## src/rtl/core/time_of_day_calendar_counter_defines.svh

```systemverilog
// assertion macros shared by the calendar counter rtl
// no dependencies; take in with `include inside a module body
`ifndef TIME_OF_DAY_CALENDAR_COUNTER_DEFINES_SVH
`define TIME_OF_DAY_CALENDAR_COUNTER_DEFINES_SVH

// same-cycle implication, checked while out of reset
`define TDCC_ASSERT_NOW(label, clk, rstn, ante, cons) \
    label: assert property (@(posedge clk) disable iff (!(rstn)) (ante) |-> (cons)) \
        else $error("tdcc check failed");

// next-cycle implication, checked while out of reset
`define TDCC_ASSERT_NEXT(label, clk, rstn, ante, cons) \
    label: assert property (@(posedge clk) disable iff (!(rstn)) (ante) |=> (cons)) \
        else $error("tdcc check failed");

`endif

```

## src/rtl/core/tdcc_pkg.sv

```systemverilog
// constants and the month length table for the calendar counter
// no dependencies
package tdcc_pkg;

    localparam int unsigned TICKS_PER_SECOND_DEF = 32000;

    localparam int unsigned SUB_W   = 15;
    localparam int unsigned SEC_W   = 6;
    localparam int unsigned MIN_W   = 6;
    localparam int unsigned HOUR_W  = 5;
    localparam int unsigned DAY_W   = 5;
    localparam int unsigned MONTH_W = 4;
    localparam int unsigned ADV_W   = 2;

    localparam logic [SEC_W-1:0]   SEC_LAST   = 6'd59;
    localparam logic [MIN_W-1:0]   MIN_LAST   = 6'd59;
    localparam logic [HOUR_W-1:0]  HOUR_LAST  = 5'd23;
    localparam logic [MONTH_W-1:0] MONTH_LAST = 4'd11;
    localparam logic [ADV_W-1:0]   ADV_SAT    = 2'd3;

    localparam logic [DAY_W-1:0] LAST_DAY_FEB   = 5'd27;
    localparam logic [DAY_W-1:0] LAST_DAY_LONG  = 5'd30;
    localparam logic [DAY_W-1:0] LAST_DAY_SHORT = 5'd29;

    localparam logic [MONTH_W-1:0] JAN = 4'd0;
    localparam logic [MONTH_W-1:0] FEB = 4'd1;
    localparam logic [MONTH_W-1:0] MAR = 4'd2;
    localparam logic [MONTH_W-1:0] MAY = 4'd4;
    localparam logic [MONTH_W-1:0] JUL = 4'd6;
    localparam logic [MONTH_W-1:0] AUG = 4'd7;
    localparam logic [MONTH_W-1:0] OCT = 4'd9;
    localparam logic [MONTH_W-1:0] DEC = 4'd11;

    // zero-based last day of a zero-based month, no leap year
    function automatic logic [DAY_W-1:0] last_day_of(input logic [MONTH_W-1:0] month);
        logic [DAY_W-1:0] d;
        case (month) inside
            FEB:                               d = LAST_DAY_FEB;
            JAN, MAR, MAY, JUL, AUG, OCT, DEC: d = LAST_DAY_LONG;
            default:                           d = LAST_DAY_SHORT;
        endcase
        return d;
    endfunction

endpackage

```

## src/rtl/core/time_of_day_calendar_counter.sv

```systemverilog
// time-of-day and calendar counter, single module
// depends on tdcc_pkg and time_of_day_calendar_counter_defines.svh
//
// usage
//   s_ channel: one beat per elapsed interval, s_elapsed_ticks in 1/32 ms ticks
//   m_ channel: one beat per input beat, the full time and date after the
//     interval was applied, plus how many whole seconds it carried (saturates at 3)
//   path: a taken beat lands in a one-deep input register and is applied to
//     the result register once that register is free or being drained
//   throughput: one beat per cycle while m_ready is high; the carry of the
//     whole seconds in a beat through seconds, minutes, hours, day and month
//     is one pass of compare and select logic between the input register
//     and the result register; it also closes the loop on the counter state
//   stall: while the result waits, one more beat is taken into the input
//     register; after that s_ready drops until m_ready returns
//   reset: aresetn low at an edge clears the counters to 00:00:00, day 0,
//     month 0 and empties both registers; s_ready is not gated by reset and
//     drops only while the input register is full
//   the counters live in the result register, so the shown time is always the
//   state that the next beat builds on
module time_of_day_calendar_counter #(
    parameter int unsigned TICKS_PER_SECOND = tdcc_pkg::TICKS_PER_SECOND_DEF
) (
    input  logic                             aclk,
    input  logic                             aresetn,
    input  logic                             s_valid,
    output logic                             s_ready,
    input  logic [tdcc_pkg::SUB_W-1:0]       s_elapsed_ticks,
    output logic                             m_valid,
    input  logic                             m_ready,
    output logic [tdcc_pkg::SUB_W-1:0]       m_subsecond_out,
    output logic [tdcc_pkg::SEC_W-1:0]       m_seconds_out,
    output logic [tdcc_pkg::MIN_W-1:0]       m_minutes_out,
    output logic [tdcc_pkg::HOUR_W-1:0]      m_hours_out,
    output logic [tdcc_pkg::DAY_W-1:0]       m_day_out,
    output logic [tdcc_pkg::MONTH_W-1:0]     m_month_out,
    output logic [tdcc_pkg::ADV_W-1:0]       m_seconds_advanced
);
    import tdcc_pkg::*;

    `include "time_of_day_calendar_counter_defines.svh"

    // sum of held ticks (< TICKS_PER_SECOND) and one beat
    localparam int unsigned SUM_W = SUB_W + 1;
    // most whole seconds a single beat can carry
    localparam int unsigned Q_MAX = 1 + ((1 << SUB_W) - 1) / TICKS_PER_SECOND;
    localparam int unsigned Q_W   = $clog2(Q_MAX + 1);
    // seconds plus carried seconds stays below twice a minute
    localparam int unsigned SSUM_W = SEC_W + 1;

    // input register
    logic             in_valid_reg;
    logic [SUB_W-1:0] ticks_reg;

    // result register, doubles as the counter state
    logic               out_valid_reg;
    logic [SUB_W-1:0]   sub_reg,   sub_next;
    logic [SEC_W-1:0]   sec_reg,   sec_next;
    logic [MIN_W-1:0]   min_reg,   min_next;
    logic [HOUR_W-1:0]  hour_reg,  hour_next;
    logic [DAY_W-1:0]   day_reg,   day_next;
    logic [MONTH_W-1:0] month_reg, month_next;
    logic [ADV_W-1:0]   adv_reg,   adv_next;

    logic              advance;
    logic [SUM_W-1:0]  sum;
    logic [SUM_W-1:0]  base;
    logic [Q_W-1:0]    q;
    logic [SSUM_W-1:0] sec_sum;
    logic              sec_wrap, min_wrap, hour_wrap, month_end;

    // apply the held beat when the result register is free or being drained
    assign advance = in_valid_reg && (!out_valid_reg || m_ready);
    assign s_ready = !in_valid_reg || advance;

    // whole seconds in the sum: compare against every multiple at once
    always_comb begin
        sum  = SUM_W'(sub_reg) + SUM_W'(ticks_reg);
        q    = '0;
        base = '0;
        for (int unsigned k = 1; k <= Q_MAX; k++) begin
            if (sum >= SUM_W'(k * TICKS_PER_SECOND)) begin
                q    = Q_W'(k);
                base = SUM_W'(k * TICKS_PER_SECOND);
            end
        end
    end

    // carry chain; at most one minute wraps per beat
    always_comb begin
        sub_next  = SUB_W'(sum - base);
        adv_next  = (q >= Q_W'(ADV_SAT)) ? ADV_SAT : ADV_W'(q);
        sec_sum   = SSUM_W'(sec_reg) + SSUM_W'(q);
        sec_wrap  = sec_sum > SSUM_W'(SEC_LAST);
        sec_next  = sec_wrap ? SEC_W'(sec_sum - SSUM_W'(SEC_LAST) - SSUM_W'(1))
                             : SEC_W'(sec_sum);
        min_wrap  = sec_wrap && (min_reg == MIN_LAST);
        hour_wrap = min_wrap && (hour_reg == HOUR_LAST);
        month_end = hour_wrap && (day_reg == last_day_of(month_reg));

        min_next   = min_reg;
        hour_next  = hour_reg;
        day_next   = day_reg;
        month_next = month_reg;
        if (sec_wrap) begin
            min_next = min_wrap ? '0 : min_reg + MIN_W'(1);
        end
        if (min_wrap) begin
            hour_next = hour_wrap ? '0 : hour_reg + HOUR_W'(1);
        end
        if (hour_wrap) begin
            day_next = month_end ? '0 : day_reg + DAY_W'(1);
        end
        if (month_end) begin
            month_next = (month_reg == MONTH_LAST) ? '0 : month_reg + MONTH_W'(1);
        end
    end

    always_ff @(posedge aclk) begin
        if (!aresetn) begin
            in_valid_reg  <= 1'b0;
            out_valid_reg <= 1'b0;
            sub_reg       <= '0;
            sec_reg       <= '0;
            min_reg       <= '0;
            hour_reg      <= '0;
            day_reg       <= '0;
            month_reg     <= '0;
            adv_reg       <= '0;
        end else begin
            if (s_valid && s_ready) begin
                in_valid_reg <= 1'b1;
            end else if (advance) begin
                in_valid_reg <= 1'b0;
            end
            if (advance) begin
                out_valid_reg <= 1'b1;
                sub_reg       <= sub_next;
                sec_reg       <= sec_next;
                min_reg       <= min_next;
                hour_reg      <= hour_next;
                day_reg       <= day_next;
                month_reg     <= month_next;
                adv_reg       <= adv_next;
            end else if (m_ready) begin
                out_valid_reg <= 1'b0;
            end
        end
    end

    // payload of the input register, no reset needed
    always_ff @(posedge aclk) begin
        if (s_valid && s_ready) begin
            ticks_reg <= s_elapsed_ticks;
        end
    end

    assign m_valid            = out_valid_reg;
    assign m_subsecond_out    = sub_reg;
    assign m_seconds_out      = sec_reg;
    assign m_minutes_out      = min_reg;
    assign m_hours_out        = hour_reg;
    assign m_day_out          = day_reg;
    assign m_month_out        = month_reg;
    assign m_seconds_advanced = adv_reg;

    // counters stay in their ranges
    `TDCC_ASSERT_NOW(a_time_range, aclk, aresetn, 1'b1,
        (sec_reg <= SEC_LAST) && (min_reg <= MIN_LAST) && (hour_reg <= HOUR_LAST)
        && (month_reg <= MONTH_LAST) && (SUM_W'(sub_reg) < SUM_W'(TICKS_PER_SECOND)))
    `TDCC_ASSERT_NOW(a_day_range, aclk, aresetn, 1'b1, day_reg <= last_day_of(month_reg))
    // an applied beat always shows up as a result
    `TDCC_ASSERT_NEXT(a_advance_shows, aclk, aresetn, advance, out_valid_reg)
    // a beat with no whole second leaves the clock alone
    `TDCC_ASSERT_NEXT(a_no_carry_hold, aclk, aresetn, advance && (q == '0),
        (sec_reg == $past(sec_reg)) && (min_reg == $past(min_reg))
        && (adv_reg == '0))
    // a drained result with nothing behind it empties the result register
    `TDCC_ASSERT_NEXT(a_drain, aclk, aresetn, out_valid_reg && m_ready && !in_valid_reg,
        !out_valid_reg)

endmodule
```

## config.mk

```make
export PLATFORM = sky130hd
export DESIGN_NAME = time_of_day_calendar_counter
export DESIGN_NICKNAME = d
export VERILOG_FILES = /design/src/rtl/core/tdcc_pkg.sv /design/src/rtl/core/time_of_day_calendar_counter.sv
export VERILOG_INCLUDE_DIRS = /design/src /design/src/rtl/core
export SDC_FILE = /design/constraint.sdc
export NUM_CORES = 1
export LEC_CHECK = 0
export ABC_AREA = 1
export ABC_CLOCK_PERIOD_IN_PS = 5600
export BUFFER_PORTS_ARGS = -buffer_cell sky130_fd_sc_hd__buf_2
export CORE_MARGIN = 2
export CORE_UTILIZATION = 45
export CTS_CLUSTER_DIAMETER = 40
export DETAILED_ROUTE_END_ITERATION = 7
export PLACE_DENSITY_LB_ADDON = 0.2
export SETUP_SLACK_MARGIN = 0.1
export SLEW_MARGIN = 0
export SYNTH_ARGS = -nofsm -noshare
export SYNTH_HDL_FRONTEND = slang
export SYNTH_SLANG_ARGS = --single-unit
```

## constraint.sdc

```tcl
create_clock -name aclk -period 5.6 [get_ports aclk]
set_clock_uncertainty 0.15 [all_clocks]
set_input_delay 1.12 -clock aclk [delete_from_list [all_inputs] [get_ports aclk]]
set_output_delay 1.12 -clock aclk [all_outputs]
set_load 0.02 [all_outputs]
```

==> summary.md <==
| Metric | Value |
|---|---|
| Initial DRC count | `roughly 140` |
| Final hold violations | `0` |
| Core box area | `8680 um2` |
| Antenna fix cells | `0` |
| Crit-path most repeated cell | `nand2_1` |
| Post-synth ARST share | `0%` |
| Post-Syn Area | `4020 um2` |
| Post-placement worst setup slack | `1.02 ns` |
| Tot GR Track Use | `20.0%` |
| Startpoint type of the worst setup path | `flip-flop` |
| Commonest non-fill, non-tap cell in the layout | `nand2_1` |
| Antenna violations before repair | `0` |
| Setup Viol. Count Final | `0` |
| Die width | `98.5 um` |
| First-pass GRT wire length | `16.0 mm` |
| Num ports | `64` |
| Routed Antenna Nets | `0` |
| Fin. max-slew vios | `0` |
| Commonest non-fill, non-tap cells in the layout | `nand2_1, inv_1, buf_2` |
| GR Overflow Total | `0` |
| Die area | `9690 um2` |
| Largest net degree at the start of global routing | `30` |
| Worst VDD drop | `between 0.1 and 0.15 mV` |
| Clk sinks | `60` |
| Area leader, netlist | `dfxtp_1` |
| Power Dens Cells | `262 nW/um2` |
| Max clock buf depth | `2` |
| CP required | `5.69 ns` |
| Share of the synthesized area in the top cell type | `22.4%` |
| Status | `complete, no violations` |
| PostCTS Resize Cnt | `0` |
| CP Max Fanout | `11` |
| Drt via density | `5.17` |
| Seq pwr share | `approximately two fifths` |
| Switching part of the total power | `between 30% and 40%` |
| Syn Area/Cell | `7.14 um2` |
| Final Cycle Share | `81.8%` |
| Setup ws final | `1.02 ns` |
| Cells after Synth | `562` |
| Post-synth EDFFs | `15` |
| Worst Hold Class | `flip-flop to flip-flop` |
| Pint | `813 uW` |
| Setup TNS | `0 ns` |
| Hold Buf Count CTS | `0` |
| Max-cap viol count | `0` |
| Actual slew at the worst max-slew pin | `between 0.9 and 1 ns` |
| Via count | `approximately 3800` |
| Total setup buffers inserted after CTS | `0` |
| Clock power share | `34.0%` |
| Die height | `slightly below 100 um` |
| Comb power frac | `26.3%` |
| Clock transition at path regs | `0.07 ns` |
| Pre-Repair DR Iteration Count | `4` |
| Ys Warns | `0` |
| CP Data Arrival Time | `4.67 ns` |
| Storage cell area | `1350 um2` |
| # DRC | `0` |
| Final GP Congestion | `~0.89` |
| Fmax | `about 0.22 GHz` |
| DPL Wire Length | `7.01 mm` |
| P&R area growth vs syn | `15.2%` |
| Top post-synthesis cells by area | `dfxtp_1, nand2_1, edfxtp_1, ha_1, inv_1` |
| CTS tree | `yes` |
| Final WL | `9.31 mm` |
| Fin crit period | `4.58 ns` |
| CP top delay family | `simple AND/OR/NAND/NOR gates` |
| Drt wl/cell | `12.6 um` |
| CP Buf/Inv Count | `1` |
| Root cell of the clock tree | `clkbuf_8` |
| Max incr delay on CP | `between 0.4 and 0.5 ns` |
| Layout cell share with drive strength beyond 1 | `about 16%` |
| Synthesized Nets | `roughly 620` |
| IO buf count | `63` |
| Slowest CP cell | `fa_1` |
| Clk_lat worst skew | `between 0.3 and 0.4 ns` |
| Ys flop type | `dfxtp_1` |
| CP endpoint kind | `flip-flop` |
| R2R Setup Slk | `1.02 ns` |
| Register area share after synthesis | `33.7%` |
| Post-layout nets | `680` |
| Num rows | `34` |
| Setup Crit Path Kind | `flip-flop to flip-flop` |
| Vias in the first global route | `3625` |
| Total CTS buffers | `9` |
| Fillers | `880` |
| Multi-input gate area | `2310 um2` |
| Initial Util | `46.3%` |
| Switch Pwr | `400 uW` |
| H-tree Lvls | `3` |
| Seq cells post-synth | `60` |
| Layout Utilization | `between 50% and 60%` |
| RSZ-0062 raised after global routing | `false` |
| Relative slew slack | `39.9%` |
| Count of cell types in the netlist | `38` |
| P_leak | `2.40 nW` |
Yosys cell counts (2+ instances only):
cell type  instances
nand3b_1           5
nor3_1             5
nor2_2             3
edfxtp_1          15
nand3_1           39
inv_2              2
fa_1               3
nand4_1           16
inv_1             78
nand2_2            3
xnor2_1            3
and2_1             2
clkbuf_1           9
dfxtp_1           45
nand2_1          140
o21ai_1            2
or2_2              2
nand2_4            2
o21ai_0           25
nor2_1            52
a21oi_1           41
ha_1              32
nand3_2            5
xor2_1            19
worst register-to-register path, cell delays in order, from the launching register on:
cell and delay [ns]:
edfxtp_1 0.38, ha_1 0.25, fa_1 0.44, nand3_1 0.10, nand3_1 0.14, nand2_1 0.09
nand2_1 0.08, nand2_1 0.11, nand2_1 0.08, nand2_1 0.09, nand2_1 0.05, nor2_1 0.12
nand3_1 0.21, nand2_2 0.17, inv_1 0.07, ha_1 0.21, fa_1 0.44, nand4_1 0.13
nand2_1 0.12, nor2_2 0.17, nand3_2 0.11, nand2_4 0.10, nand2_4 0.08, nor2_4 0.23
nand2_1 0.15, nand2_1 0.13, nor2_1 0.06
kinds of logic after synthesis:
family | after synthesis | synth area share (%)
AO/OA/AOI/OAI | 77 | 10.3
buffers and inverters | 92 | 8.79
XOR/XNOR | 22 | 4.80
flip-flops | 60 | 33.7
adder cells (fa/ha/maj) | 35 | 11.5
AND/OR/NAND/NOR | 276 | 31.0
per-layer routing:
layer  part of all wire (%)  global-route usage, %  vias to the layer above
li1                       -                      -                     1964
met1                     45                   24.9                     1769
met2                     49                   35.2                       75
met3                    4.1                   3.40                       12
met4                    1.5                   6.53                        0
met5                      0                      0                        -
path summary, 6_finish.rpt:
| path | from | to | depth (start not counted) |
|---|---|---|---|
| min reg2reg | m_hours_out[4] | m_hours_out[4] | 2 |
| max reg2reg | ticks_reg[0] | m_minutes_out[3] | 26 |
| min | m_hours_out[4] | m_hours_out[4] | 2 |
| max | ticks_reg[0] | m_minutes_out[3] | 26 |
per-stage QoR:
stage	hold WS, ns	cells	area, um2	total power [mW]
after floorplan	0.409	562	4020	0.730
after global placement	0.336	723	4420	0.806
after detailed placement	0.344	723	4420	0.809
after CTS	0.354	739	4630	1.22
after global routing	0.388	739	4630	1.29
final	0.354	739	4630	1.21
area by class of cell:
cell class,count,share of cell area (%)
Timing Repair Buffer,64,6.98
Tap cell,108,2.92
Inverter,81,6.57
Sequential cell,60,29.2
Multi-Input combinational cell,410,49.9
Clock buffer,12,3.38
Clock inverter,4,1.00
power by group through the flow:
stage | combinational, mW | sequential (mW) | clock (mW)
floorplan | 0.224 | 0.506 | 0
detailed placement | 0.317 | 0.492 | 0
finish | 0.319 | 0.482 | 0.412
CTS | 0.320 | 0.482 | 0.420
global placement | 0.314 | 0.492 | 0
global route | 0.366 | 0.485 | 0.438
No activity file was read; power rests on OpenSTA's default activity.
